[config.mk]
export PLATFORM = sky130hd
export DESIGN_NAME = dicom_element_header_parser_flat
export DESIGN_NICKNAME = d
export VERILOG_FILES = /design/src/rtl/core/dehp_pkg.sv /design/src/rtl/core/dehp_ifs.sv /design/src/rtl/core/dehp_parse_core.sv /design/src/rtl/core/dehp_out_stage.sv /design/src/rtl/core/dicom_element_header_parser.sv /design/src/flat_wrapper.sv
export SDC_FILE = /design/constraint.sdc
export NUM_CORES = 1
export LEC_CHECK = 0
export BUFFER_PORTS_ARGS = -buffer_cell sky130_fd_sc_hd__buf_2
export CAP_MARGIN = 25
export CORE_MARGIN = 2
export CORE_UTILIZATION = 29
export CTS_CLUSTER_DIAMETER = 150
export DETAILED_ROUTE_END_ITERATION = 7
export PLACE_DENSITY_LB_ADDON = 0.25
export SLEW_MARGIN = 15
export SYNTH_ARGS = -nofsm -noshare
export SYNTH_HDL_FRONTEND = slang
export SYNTH_SLANG_ARGS = --single-unit
[constraint.sdc]
create_clock -name clk -period 11.3 [get_ports clk]
set_input_delay 1.695 -clock clk [delete_from_list [all_inputs] [get_ports clk]]
set_output_delay 1.695 -clock clk [all_outputs]
set_load 0.01 [all_outputs]
[src/rtl/core/dehp_pkg.sv]
// shared types and constants of the dicom element header parser
`timescale 1ns / 1ps
`default_nettype none

package dehp_pkg;

    // transfer syntax codes
    localparam logic [1:0] MODE_EXPL_LE = 2'd0;
    localparam logic [1:0] MODE_IMPL_LE = 2'd1;
    localparam logic [1:0] MODE_EXPL_BE = 2'd2;

    // configuration register index, taken from paddr[2]
    localparam logic REG_SYNTAX_MODE = 1'b0;
    localparam int unsigned PADDR_W = 3;

    // result kinds
    localparam logic KIND_HEADER = 1'b0;
    localparam logic KIND_VALUE  = 1'b1;

    localparam logic [31:0] LEN_UNDEFINED = 32'hFFFF_FFFF;

    typedef struct packed {
        logic        item_kind;
        logic [15:0] tag_group;
        logic [15:0] tag_element;
        logic [15:0] vr_code;
        logic [31:0] value_length;
        logic        undefined_length;
        logic [7:0]  value_byte;
        logic        last_value;
    } result_t;

endpackage

`default_nettype wire

[src/rtl/core/dehp_ifs.sv]
// byte input and result output channel interfaces
`timescale 1ns / 1ps
`default_nettype none

interface dehp_byte_if;
    logic       valid;
    logic       ready;
    logic [7:0] in_byte;

    modport source (output valid, output in_byte, input ready);
    modport sink (input valid, input in_byte, output ready);
endinterface

interface dehp_result_if;
    logic        valid;
    logic        ready;
    logic        item_kind;
    logic [15:0] tag_group;
    logic [15:0] tag_element;
    logic [15:0] vr_code;
    logic [31:0] value_length;
    logic        undefined_length;
    logic [7:0]  value_byte;
    logic        last_value;

    modport source (
        output valid, input ready,
        output item_kind, output tag_group, output tag_element, output vr_code,
        output value_length, output undefined_length, output value_byte,
        output last_value
    );
    modport sink (
        input valid, output ready,
        input item_kind, input tag_group, input tag_element, input vr_code,
        input value_length, input undefined_length, input value_byte,
        input last_value
    );
endinterface

`default_nettype wire

[src/rtl/core/dehp_parse_core.sv]
// element header state machine and field assembly, one byte per accepted word
`timescale 1ns / 1ps
`default_nettype none

module dehp_parse_core
(
    input  wire logic            clk,
    input  wire logic            rst_n,
    input  wire logic            accept,
    input  wire logic [7:0]      in_byte,
    input  wire logic [1:0]      syntax_mode,
    output logic                 res_valid,
    output dehp_pkg::result_t    res
);
    import dehp_pkg::*;

    localparam logic [3:0] PH_GROUP0  = 4'd0;
    localparam logic [3:0] PH_GROUP1  = 4'd1;
    localparam logic [3:0] PH_ELEM0   = 4'd2;
    localparam logic [3:0] PH_ELEM1   = 4'd3;
    localparam logic [3:0] PH_VR0     = 4'd4;
    localparam logic [3:0] PH_VR1     = 4'd5;
    localparam logic [3:0] PH_RSVD0   = 4'd6;
    localparam logic [3:0] PH_RSVD1   = 4'd7;
    localparam logic [3:0] PH_LLEN0   = 4'd8;
    localparam logic [3:0] PH_LLEN1   = 4'd9;
    localparam logic [3:0] PH_LLEN2   = 4'd10;
    localparam logic [3:0] PH_LLEN3   = 4'd11;
    localparam logic [3:0] PH_SLEN0   = 4'd12;
    localparam logic [3:0] PH_SLEN1   = 4'd13;
    localparam logic [3:0] PH_VALUE   = 4'd14;

    logic [3:0]  phase_reg, phase_next;
    logic [15:0] group_reg, group_next;
    logic [15:0] element_reg, element_next;
    logic [15:0] vr_reg, vr_next;
    logic [31:0] length_reg, length_next;
    logic [31:0] remain_reg, remain_next;

    logic        big;
    logic        implicit_mode;
    logic [15:0] vr_full;
    logic [31:0] len_full;
    logic        is_long;
    logic        undef;
    logic        last;

    function automatic logic [15:0] shift16(input logic [15:0] r, input logic [7:0] b,
                                            input logic be);
        if (be)
            return {r[7:0], b};
        return {b, r[15:8]};
    endfunction

    function automatic logic [31:0] shift32(input logic [31:0] r, input logic [7:0] b,
                                            input logic be);
        if (be)
            return {r[23:0], b};
        return {b, r[31:8]};
    endfunction

    always_comb
    begin
        big           = (syntax_mode == MODE_EXPL_BE);
        implicit_mode = (syntax_mode == MODE_IMPL_LE);
        vr_full       = {vr_reg[7:0], in_byte};
        is_long       = (vr_full inside {16'h4F42, 16'h4F57, 16'h4F46,
                                         16'h5351, 16'h5554, 16'h554E});
        if (phase_reg == PH_SLEN1)
            len_full = big ? {16'h0, length_reg[7:0], in_byte}
                           : {16'h0, in_byte, length_reg[7:0]};
        else
            len_full = shift32(length_reg, in_byte, big);
        undef = (len_full == LEN_UNDEFINED);
        last  = (remain_reg <= 32'd1);

        phase_next   = phase_reg;
        group_next   = group_reg;
        element_next = element_reg;
        vr_next      = vr_reg;
        length_next  = length_reg;
        remain_next  = remain_reg;
        res_valid    = 1'b0;

        res.item_kind        = KIND_HEADER;
        res.tag_group        = group_reg;
        res.tag_element      = element_reg;
        res.vr_code          = vr_reg;
        res.value_length     = len_full;
        res.undefined_length = undef;
        res.value_byte       = 8'h00;
        res.last_value       = 1'b0;

        case (phase_reg)
            PH_GROUP0, PH_GROUP1:
            begin
                group_next = shift16(group_reg, in_byte, big);
                phase_next = phase_reg + 4'd1;
            end
            PH_ELEM0:
            begin
                element_next = shift16(element_reg, in_byte, big);
                phase_next   = PH_ELEM1;
            end
            PH_ELEM1:
            begin
                element_next = shift16(element_reg, in_byte, big);
                if (implicit_mode)
                begin
                    vr_next    = 16'h0;
                    phase_next = PH_LLEN0;
                end
                else
                begin
                    phase_next = PH_VR0;
                end
            end
            PH_VR0:
            begin
                vr_next    = {8'h00, in_byte};
                phase_next = PH_VR1;
            end
            PH_VR1:
            begin
                vr_next    = vr_full;
                phase_next = is_long ? PH_RSVD0 : PH_SLEN0;
            end
            PH_RSVD0, PH_RSVD1, PH_LLEN0, PH_LLEN1, PH_LLEN2:
            begin
                // reserved bytes are dropped, length bytes shift in
                if (phase_reg >= PH_LLEN0)
                    length_next = len_full;
                phase_next = phase_reg + 4'd1;
            end
            PH_SLEN0:
            begin
                length_next = {24'h0, in_byte};
                phase_next  = PH_SLEN1;
            end
            PH_LLEN3, PH_SLEN1:
            begin
                length_next = len_full;
                res_valid   = 1'b1;
                if (undef || len_full == 32'h0)
                begin
                    phase_next = PH_GROUP0;
                end
                else
                begin
                    remain_next = len_full;
                    phase_next  = PH_VALUE;
                end
            end
            PH_VALUE:
            begin
                res_valid            = 1'b1;
                res.item_kind        = KIND_VALUE;
                res.value_length     = length_reg;
                res.undefined_length = 1'b0;
                res.value_byte       = in_byte;
                res.last_value       = last;
                if (last)
                begin
                    remain_next = 32'h0;
                    phase_next  = PH_GROUP0;
                end
                else
                begin
                    remain_next = remain_reg - 32'd1;
                end
            end
            default:
            begin
                phase_next = PH_GROUP0;
            end
        endcase

        if (!accept)
            res_valid = 1'b0;
    end

    always_ff @(posedge clk or negedge rst_n)
    begin
        if (!rst_n)
        begin
            phase_reg   <= PH_GROUP0;
            group_reg   <= 16'h0;
            element_reg <= 16'h0;
            vr_reg      <= 16'h0;
            length_reg  <= 32'h0;
            remain_reg  <= 32'h0;
        end
        else if (accept)
        begin
            phase_reg   <= phase_next;
            group_reg   <= group_next;
            element_reg <= element_next;
            vr_reg      <= vr_next;
            length_reg  <= length_next;
            remain_reg  <= remain_next;
        end
    end

endmodule

`default_nettype wire

[src/rtl/core/dehp_out_stage.sv]
// result register between the parser and the output channel
`timescale 1ns / 1ps
`default_nettype none

module dehp_out_stage
(
    input  wire logic               clk,
    input  wire logic               rst_n,
    input  wire logic               load,
    input  wire dehp_pkg::result_t  res,
    input  wire logic               out_ready,
    output logic                    out_valid,
    output dehp_pkg::result_t       out_res,
    output logic                    space
);
    import dehp_pkg::*;

    logic    valid_reg, valid_next;
    result_t res_reg;

    assign space = !valid_reg || out_ready;

    always_comb
    begin
        if (load)
            valid_next = 1'b1;
        else if (out_ready)
            valid_next = 1'b0;
        else
            valid_next = valid_reg;
    end

    always_ff @(posedge clk or negedge rst_n)
    begin
        if (!rst_n)
            valid_reg <= 1'b0;
        else
            valid_reg <= valid_next;
    end

    always_ff @(posedge clk)
    begin
        if (load)
            res_reg <= res;
    end

    assign out_valid = valid_reg;
    assign out_res   = res_reg;

endmodule

`default_nettype wire

[src/rtl/core/dicom_element_header_parser.sv]
// dicom element header parser top level
`timescale 1ns / 1ps
`default_nettype none

// Takes one data set byte per cycle on the stream channel and returns, on the
// result channel, one header word per element (tag, vr, length) followed by one
// word per value byte, the last one marked. A header word appears in the cycle
// after the final length byte is taken; a value word in the cycle after its byte.
// Throughput is one byte per cycle, set by the single result register: stream
// ready stays high while that register is empty or being read. syntax_mode sits
// at byte address 0 of the apb port (0 explicit le, 1 implicit le, 2 explicit be,
// 3 acts as explicit le); write it only while the block is idle (not enforced).

module dicom_element_header_parser
(
    input  wire logic                             clk,
    input  wire logic                             rst_n,
    dehp_byte_if.sink                             stream,
    dehp_result_if.source                         result,
    input  wire logic                             psel,
    input  wire logic                             penable,
    input  wire logic                             pwrite,
    input  wire logic [dehp_pkg::PADDR_W-1:0]     paddr,
    input  wire logic [31:0]                      pwdata,
    output logic [31:0]                           prdata,
    output logic                                  pready
);
    import dehp_pkg::*;

    logic       mode_hit;
    logic [1:0] syntax_mode_reg;
    logic       accept;
    logic       space;
    logic       res_valid;
    result_t    res;
    result_t    out_res;

    assign pready = 1'b1;
    assign mode_hit = (paddr[2] == REG_SYNTAX_MODE);

    always_ff @(posedge clk or negedge rst_n)
    begin
        if (!rst_n)
            syntax_mode_reg <= MODE_EXPL_LE;
        else if (psel && penable && pwrite && mode_hit)
            syntax_mode_reg <= pwdata[1:0];
    end

    assign prdata = mode_hit ? {30'h0, syntax_mode_reg} : 32'h0;

    assign stream.ready = space;
    assign accept       = stream.valid && space;

    dehp_parse_core u_core
    (
        .clk         (clk),
        .rst_n       (rst_n),
        .accept      (accept),
        .in_byte     (stream.in_byte),
        .syntax_mode (syntax_mode_reg),
        .res_valid   (res_valid),
        .res         (res)
    );

    dehp_out_stage u_out
    (
        .clk       (clk),
        .rst_n     (rst_n),
        .load      (res_valid),
        .res       (res),
        .out_ready (result.ready),
        .out_valid (result.valid),
        .out_res   (out_res),
        .space     (space)
    );

    assign result.item_kind        = out_res.item_kind;
    assign result.tag_group        = out_res.tag_group;
    assign result.tag_element      = out_res.tag_element;
    assign result.vr_code          = out_res.vr_code;
    assign result.value_length     = out_res.value_length;
    assign result.undefined_length = out_res.undefined_length;
    assign result.value_byte       = out_res.value_byte;
    assign result.last_value       = out_res.last_value;

endmodule

`default_nettype wire

[src/flat_wrapper.sv]
// flat-port wrapper written by rule: the top's interface ports become plain ports
module dicom_element_header_parser_flat import dehp_pkg::*;
  (clk, rst_n, psel, penable, pwrite, paddr, pwdata, prdata, pready, stream_valid, stream_in_byte, stream_ready, result_valid, result_ready, result_item_kind, result_tag_group, result_tag_element, result_vr_code, result_value_length, result_undefined_length, result_value_byte, result_last_value);
  dehp_byte_if stream_i ();
  dehp_result_if result_i ();
  input  wire logic clk;
  input  wire logic rst_n;
  input  wire logic psel;
  input  wire logic penable;
  input  wire logic pwrite;
  input  wire logic [dehp_pkg::PADDR_W-1:0] paddr;
  input  wire logic [31:0] pwdata;
  output logic [31:0] prdata;
  output logic pready;
  input wire logic [$bits(stream_i.valid)-1:0] stream_valid;
  input wire logic [$bits(stream_i.in_byte)-1:0] stream_in_byte;
  output wire logic [$bits(stream_i.ready)-1:0] stream_ready;
  output wire logic [$bits(result_i.valid)-1:0] result_valid;
  input wire logic [$bits(result_i.ready)-1:0] result_ready;
  output wire logic [$bits(result_i.item_kind)-1:0] result_item_kind;
  output wire logic [$bits(result_i.tag_group)-1:0] result_tag_group;
  output wire logic [$bits(result_i.tag_element)-1:0] result_tag_element;
  output wire logic [$bits(result_i.vr_code)-1:0] result_vr_code;
  output wire logic [$bits(result_i.value_length)-1:0] result_value_length;
  output wire logic [$bits(result_i.undefined_length)-1:0] result_undefined_length;
  output wire logic [$bits(result_i.value_byte)-1:0] result_value_byte;
  output wire logic [$bits(result_i.last_value)-1:0] result_last_value;
  assign stream_i.valid = stream_valid;
  assign stream_i.in_byte = stream_in_byte;
  assign stream_ready = stream_i.ready;
  assign result_valid = result_i.valid;
  assign result_i.ready = result_ready;
  assign result_item_kind = result_i.item_kind;
  assign result_tag_group = result_i.tag_group;
  assign result_tag_element = result_i.tag_element;
  assign result_vr_code = result_i.vr_code;
  assign result_value_length = result_i.value_length;
  assign result_undefined_length = result_i.undefined_length;
  assign result_value_byte = result_i.value_byte;
  assign result_last_value = result_i.last_value;
  dicom_element_header_parser u_core (.clk(clk), .rst_n(rst_n), .stream(stream_i), .result(result_i), .psel(psel), .penable(penable), .pwrite(pwrite), .paddr(paddr), .pwdata(pwdata), .prdata(prdata), .pready(pready));
endmodule
# After elaboration in Yosys (flattened, before gate mapping)

Cells that the tools add are included.
Widths: inputs -> output; s select.

$add $sub $neg: 2
Reduce and logical (&&, ||, !) cells: 26
Eq/ne operators: 27
Bitwise operators: 1
Order comparisons: 2
Mux-type cells: 34

Operators by type and width:

| kind                  | number |
|---|---|
| $mux 32               | 6 |
| $mux 16               | 7 |
| $eq 16x15->1 const B  | 6 |
| $pmux 32 s3           | 1 |
| $pmux 32 s2           | 1 |
| $pmux 16 s3           | 1 |
| $mux 42               | 1 |
| $eq 32x32->1 const B  | 1 |
| $le 32x1->1 const B   | 1 |
| $logic_not 32->1      | 1 |
| $pmux 16 s2           | 1 |
| $pmux 4 s8            | 1 |
| $sub 32x1->32 const B | 1 |
| $eq 4x4->1 const B    | 7 |
| $eq 4x3->1 const B    | 4 |
| $mux 4                | 4 |
| $mux 1                | 10 |
| $reduce_and 3->1      | 3 |
| $eq 4x2->1 const B    | 2 |
| $ne 2x2->1 const B    | 4 |
| $reduce_or 7->1       | 1 |
| $reduce_and 2->1      | 3 |
| $reduce_bool 2->1     | 3 |
| $reduce_bool 3->1     | 2 |
| other kinds (15)      | 20 |

Input port bits: 50
Logic and storage cells: 108
Register bits after elaboration: 210
Output and inout port bits: 126

# Longest topological paths before layout

Word-level depth: 9
Mapped depth: 13
Depth with buffers taken out: 10

# Cells and area by module

From an unflattened synthesis, not the netlist that was laid out.

Cell total of the unflattened synthesis: 1086
Area, all modules: 10442.5 um^2

Modules (own cells, without submodules):

| module                      | cells each | area an instance (um^2) | sequential area each (um^2) | times used |
|---|---|---|---|---|
| dehp_parse_core             | 951        | 7294.5                  | 2902.8                      | 1 |
| dehp_out_stage              | 94         | 2780.2                  | 2757.6                      | 1 |
| dicom_element_header_parser | 41         | 367.9                   | 50.0                        | 1 |

# Worst setup path after synthesis

Ideal clock, no wire load.

Path type: input to register
Start point: input result_ready
End point: register u_core.u_core.remain_reg[18]
Data arrival time: 4.686 ns
Setup slack: 6.483 ns
Buffers on the path: 0
Library setup time: 0.130 ns
Stages on the path: 7
Data required time: 11.170 ns
Cells stage by stage: nand2b_1 > and2_1 > o21ai_0 > inv_1 > o21ai_0 > nand2_1 > o221ai_2

Longest elaborated chain between the ends: 3

RTL lines:

| item                       | line                              | text |
|---|---|---|
| from (decl)                | flat_wrapper.sv:19                | `input wire logic [$bits(result_i.ready)-1:0] result_ready;` |
| $logic_or 1x1->1           | dehp_out_stage.sv:21              | `assign space = !valid_reg \|\| out_ready;` |
| $logic_and 1x1->1          | dicom_element_header_parser.sv:52 | `assign accept = stream.valid && space;` |
| $reduce_and 3->1 (no line) | --                                |  |
| to (signal assigned)       | dehp_parse_core.sv:200            | `remain_reg <= remain_next;` |
| to (decl)                  | dehp_parse_core.sv:38             | `logic [31:0] remain_reg, remain_next;` |

No other way between the ends.
A chain may end at the register's enable or synchronous reset.

# Worst setup path in the final report

Start point: register u_core.u_core.phase_reg[2]
End point: register u_core.u_core.remain_reg[4]

Longest elaborated chain between the ends: 6
Elaborated cells on any way between the ends: 13
Those cells by class: 5 x eq/ne; 3 x mux; 5 x reduce/logical

RTL lines:

| item                                             | line                                          | text |
|---|---|---|
| from (decl)                                      | dehp_parse_core.sv:33                         | `logic [3:0] phase_reg, phase_next;` |
| from (signal assigned)                           | dehp_parse_core.sv:195                        | `phase_reg <= phase_next;` |
| $eq 4x4->1                                       | dehp_parse_core.sv:69, dehp_parse_core.sv:94  |  |
| $mux 32                                          | dehp_parse_core.sv:69                         | `if (phase_reg == PH_SLEN1)` |
| $eq 32x32->1 or $logic_not 32->1 (tied branches) | dehp_parse_core.sv:74, dehp_parse_core.sv:144 |  |
| $logic_or 1x1->1                                 | dehp_parse_core.sv:144                        | `if (undef \|\| len_full == 32'h0)` |
| $ne 2x2->1 (no line)                             | --                                            |  |
| $reduce_and 3->1 (no line)                       | --                                            |  |

Parallel ways exist; a longest one is shown, timed or not. The select of a mux whose other input is x is not followed.

==> impl_metrics.sql <==
INSERT INTO impl_metrics (metric_group, metric, value, unit) VALUES
('sta', 'setup_viol_count_final', '0', ''),
('clock_network', 'clock_insertion_delay_worst_skew', '0.56', 'ns'),
('global_route', 'grtUsageTotal', '0.177', ''),
('finish', 'largest_register_ff_count', '91', ''),
('route', 'routedWlPerCell', '19.9', 'µm'),
('global_route', 'antenna_found_initial', '1', ''),
('sta', 'period_share', '0.386', ''),
('pwr', 'ir_worst_vdd', '0.000109', 'V'),
('finish', 'drive_gt1_frac', '0.169', ''),
('sta', 'rsz0062_at_grt', 'no', ''),
('placed_design', 'port_buffers', '112', ''),
('placed_design', 'cell_area_reported_after_detailed_placement', '11800', 'µm²'),
('clock_network', 'clock-root-buffer', 'sky130_fd_sc_hd__clkbuf_16', ''),
('clock_network', 'cts_htree_levels', '1', ''),
('route', 'met2WireLength', '15100', 'µm'),
('logic_synthesis', 'muxShareOfSynthArea', '0.0121', ''),
('sta', 'final.min_clock_period', '4.36', 'ns'),
('pwr', 'internal_power', '1.96', 'mW'),
('logic_synthesis', 'compound_gate_portion_of_the_synthesized_area', '0.198', ''),
('setup_path', 'cp.required', '11.69', 'ns'),
('finish', 'area_growth_syn_to_layout', '16.2', '%'),
('logic_synthesis', 'synth_enable_flop_cells', '91', ''),
('route', 'drtPass1Iterations', '5', ''),
('setup_path', 'critical_path_peak_fanout', '65', ''),
('global_route', 'first_pass_grt_wire_length', '53300', 'µm'),
('clock_network', 'cts_hold_buffers', '0', ''),
('job', 'maxCapViolCount', '0', ''),
('logic_synthesis', 'synth_adder_area_share', '0.00688', ''),
('route', 'drtIter0Drc', '888', ''),
('logic_synthesis', 'synthesis.area_per_instance', '9.58', 'µm²'),
('die', 'die_x', '198', 'µm'),
('route', 'met3_length', '2780', 'µm'),
('logic_synthesis', 'synth.cells.most_frequent', 'sky130_fd_sc_hd__nand2_1 (204), sky130_fd_sc_hd__dfrtp_1 (119), sky130_fd_sc_hd__o21ai_0 (92), sky130_fd_sc_hd__edfxtp_1 (91), sky130_fd_sc_hd__a21oi_1 (90)', ''),
('route', 'drt-vias-per-instance', '5.28', ''),
('sta', 'hold_violations', '0', ''),
('clock_network', 'post_cts.resized_instances', '0', ''),
('logic_synthesis', 'synth_top_cells_by_area', 'sky130_fd_sc_hd__dfrtp_1 (27%), sky130_fd_sc_hd__edfxtp_1 (25%), sky130_fd_sc_hd__nand2_1 (7.0%), sky130_fd_sc_hd__o21ai_0 (4.2%), sky130_fd_sc_hd__a21oi_1 (4.1%)', ''),
('route', 'dr_total_vias', '9215', ''),
('route', 'top_signal_layer_used', 'met5', ''),
('logic_synthesis', 'post-synth-top-area-fraction', '0.273', ''),
('clock_network', 'tritoncts', 'built', ''),
('logic_synthesis', 'ys_seq_elements', '210', ''),
('clock_network', 'register_clock_pin_slew_on_the_reported_worst_setup_and_hold_paths', '0.06', 'ns'),
('route', 'totalWireLength', '34800', 'µm'),
('global_route', 'grt_max_degree', '68', ''),
('finish', 'nets', '1272', ''),
('pwr', 'pwr-share-comb', '0.342', ''),
('sta', 'worst-slew-pin-transition', '0.898', 'ns'),
('placed_design', 'place_congestion', '0.891', ''),
('die', 'die_height', '198', 'µm'),
('logic_synthesis', 'synthesis.yosys.warnings', '0', ''),
('global_route', 'globalRouteOverflowTotal', '0', ''),
('logic_synthesis', 'syn-instance-count', '1140', ''),
('sta', 'fmax', '229', 'MHz'),
('logic_synthesis', 'synth_largest_area_cell', 'sky130_fd_sc_hd__dfrtp_1', ''),
('sta', 'clock-skew-final', '0.0190', 'ns'),
('logic_synthesis', 'synthesis.area', '10900', 'µm²'),
('die', 'design.die.area', '39200', 'µm²'),
('logic_synthesis', 'synthDistinctLibCells', '76', ''),
('route', 'route.antenna.remaining_nets', '0', ''),
('logic_synthesis', 'synth.most_common_cell', 'sky130_fd_sc_hd__nand2_1', ''),
('die', 'core_region_area', '37400', 'µm²'),
('finish', 'finish.instance_area', '12700', 'µm²'),
('pwr', 'p_clk_frac', '0.260', ''),
('route', 'drcViolationCount', '0', ''),
('pwr', 'power_leakage', '5.23', 'nW'),
('placed_design', 'detailed_place_hpwl', '23500', 'µm'),
('logic_synthesis', 'post_synth_xor_area_fraction', '0.000802', ''),
('pwr', 'share_seq_of_total_power', '0.398', ''),
('setup_path', 'setup.worst_path.start_class', 'flip-flop', ''),
('run_status', 'result_of_the_run', 'finished, final reports clean', '');
[critical path: stages (launching register included)]
cell,delay (ns)
sky130_fd_sc_hd__dfrtp_1,0.70
sky130_fd_sc_hd__and2_0,0.29
sky130_fd_sc_hd__nand2_1,0.09
sky130_fd_sc_hd__buf_4,0.24
sky130_fd_sc_hd__clkinv_1,0.27
sky130_fd_sc_hd__buf_4,0.50
sky130_fd_sc_hd__o21ai_1,0.14
sky130_fd_sc_hd__buf_4,0.27
sky130_fd_sc_hd__inv_4,0.38
sky130_fd_sc_hd__buf_4,0.72
sky130_fd_sc_hd__o21ai_0,0.20
sky130_fd_sc_hd__nand2_1,0.12
sky130_fd_sc_hd__o221ai_1,0.12
[per-layer routing]
metal,GRT usage,vias up
met1,0.255,4489
met2,0.266,397
li1,-,4256
met4,0.0649,2
met5,0,-
met3,0.0319,71
[path summary, 6_finish.rpt]
path / cells past startpoint / from / to / slack, ns
max: 12 / u_core.u_core.phase_reg[2] / u_core.u_core.remain_reg[4] / 6.94
min: 0 / u_core.u_core.vr_reg[14] / u_core.u_out.out_res[56] / 0.44
max reg2reg: 12 / u_core.u_core.phase_reg[2] / u_core.u_core.remain_reg[4] / 6.94
min reg2reg: 0 / u_core.u_core.vr_reg[14] / u_core.u_out.out_res[56] / 0.44
max in group asynchronous: 2 / rst_n / u_core.u_core.length_reg[19] / 8.71
min in group asynchronous: 1 / rst_n / u_core.syntax_mode_reg[0] / 1.20
[per-stage QoR]
| step | hold WS (ns) | instances | util | power (mW) | setup slack (ns) |
|---|---|---|---|---|---|
| floorplan | 0.425 | 1169 | - | 2.05 | 6.48 |
| global placement | 0.435 | 1696 | 0.314 | 2.42 | 6.53 |
| detailed placement | 0.436 | 1698 | 0.315 | 2.44 | 6.55 |
| CTS | 0.432 | 1744 | 0.338 | 3.30 | 6.95 |
| global route | 0.457 | 1746 | 0.339 | 3.52 | 6.60 |
| finish | 0.440 | 1746 | 0.339 | 3.31 | 6.94 |
[kinds of logic after synthesis]
family / Yosys count
AOI/OAI and AO/OA: 323
xor gates and xnor gates: 1
adders and majority gates: 6
buffers and inverters: 138
DFF: 210
muxes: 13
other: 2
and+or+nand+nor: 447
[layout make-up]
class | count | area [µm²]
fillers | 3839 | 24700
flip-flops and latches | 210 | 5710
multi-input cells | 821 | 4620
repair buffers | 129 | 722
clock buffers | 31 | 699
well taps | 511 | 639
clock inverters | 15 | 176
inverters | 29 | 111
[cell usage in the layout (no fill, tap or decap), types with 11 or more instances in the layout]
master | Yosys | layout
sky130_fd_sc_hd__a21o_1 | 22 | 22
sky130_fd_sc_hd__a21oi_1 | 90 | 90
sky130_fd_sc_hd__a31oi_1 | 25 | 25
sky130_fd_sc_hd__and2_1 | 29 | 29
sky130_fd_sc_hd__and3_1 | 11 | 11
sky130_fd_sc_hd__buf_2 | 12 | 111
sky130_fd_sc_hd__buf_4 | 34 | 14
sky130_fd_sc_hd__clkbuf_16 | 0 | 26
sky130_fd_sc_hd__conb_1 | 2 | 31
sky130_fd_sc_hd__dfrtp_1 | 119 | 119
sky130_fd_sc_hd__edfxtp_1 | 91 | 91
sky130_fd_sc_hd__inv_1 | 29 | 27
sky130_fd_sc_hd__mux2i_1 | 11 | 11
sky130_fd_sc_hd__nand2_1 | 204 | 204
sky130_fd_sc_hd__nand3_1 | 30 | 29
sky130_fd_sc_hd__nand4_1 | 15 | 15
sky130_fd_sc_hd__nor2_1 | 66 | 66
sky130_fd_sc_hd__nor3_1 | 29 | 29
sky130_fd_sc_hd__nor4_1 | 21 | 21
sky130_fd_sc_hd__o21ai_0 | 92 | 91
sky130_fd_sc_hd__o221ai_1 | 11 | 11
sky130_fd_sc_hd__o221ai_2 | 15 | 15
sky130_fd_sc_hd__o31ai_1 | 15 | 15
[power groups by stage]
stage | logic (mW) | registers, mW | clock network [mW]
after floorplan | 0.814 | 1.24 | 0
after global placement | 1.10 | 1.32 | 0
after detailed placement | 1.12 | 1.32 | 0
after CTS | 1.12 | 1.31 | 0.873
after global routing | 1.27 | 1.34 | 0.906
final | 1.13 | 1.32 | 0.858
No activity file was read; power rests on OpenSTA's default activity.
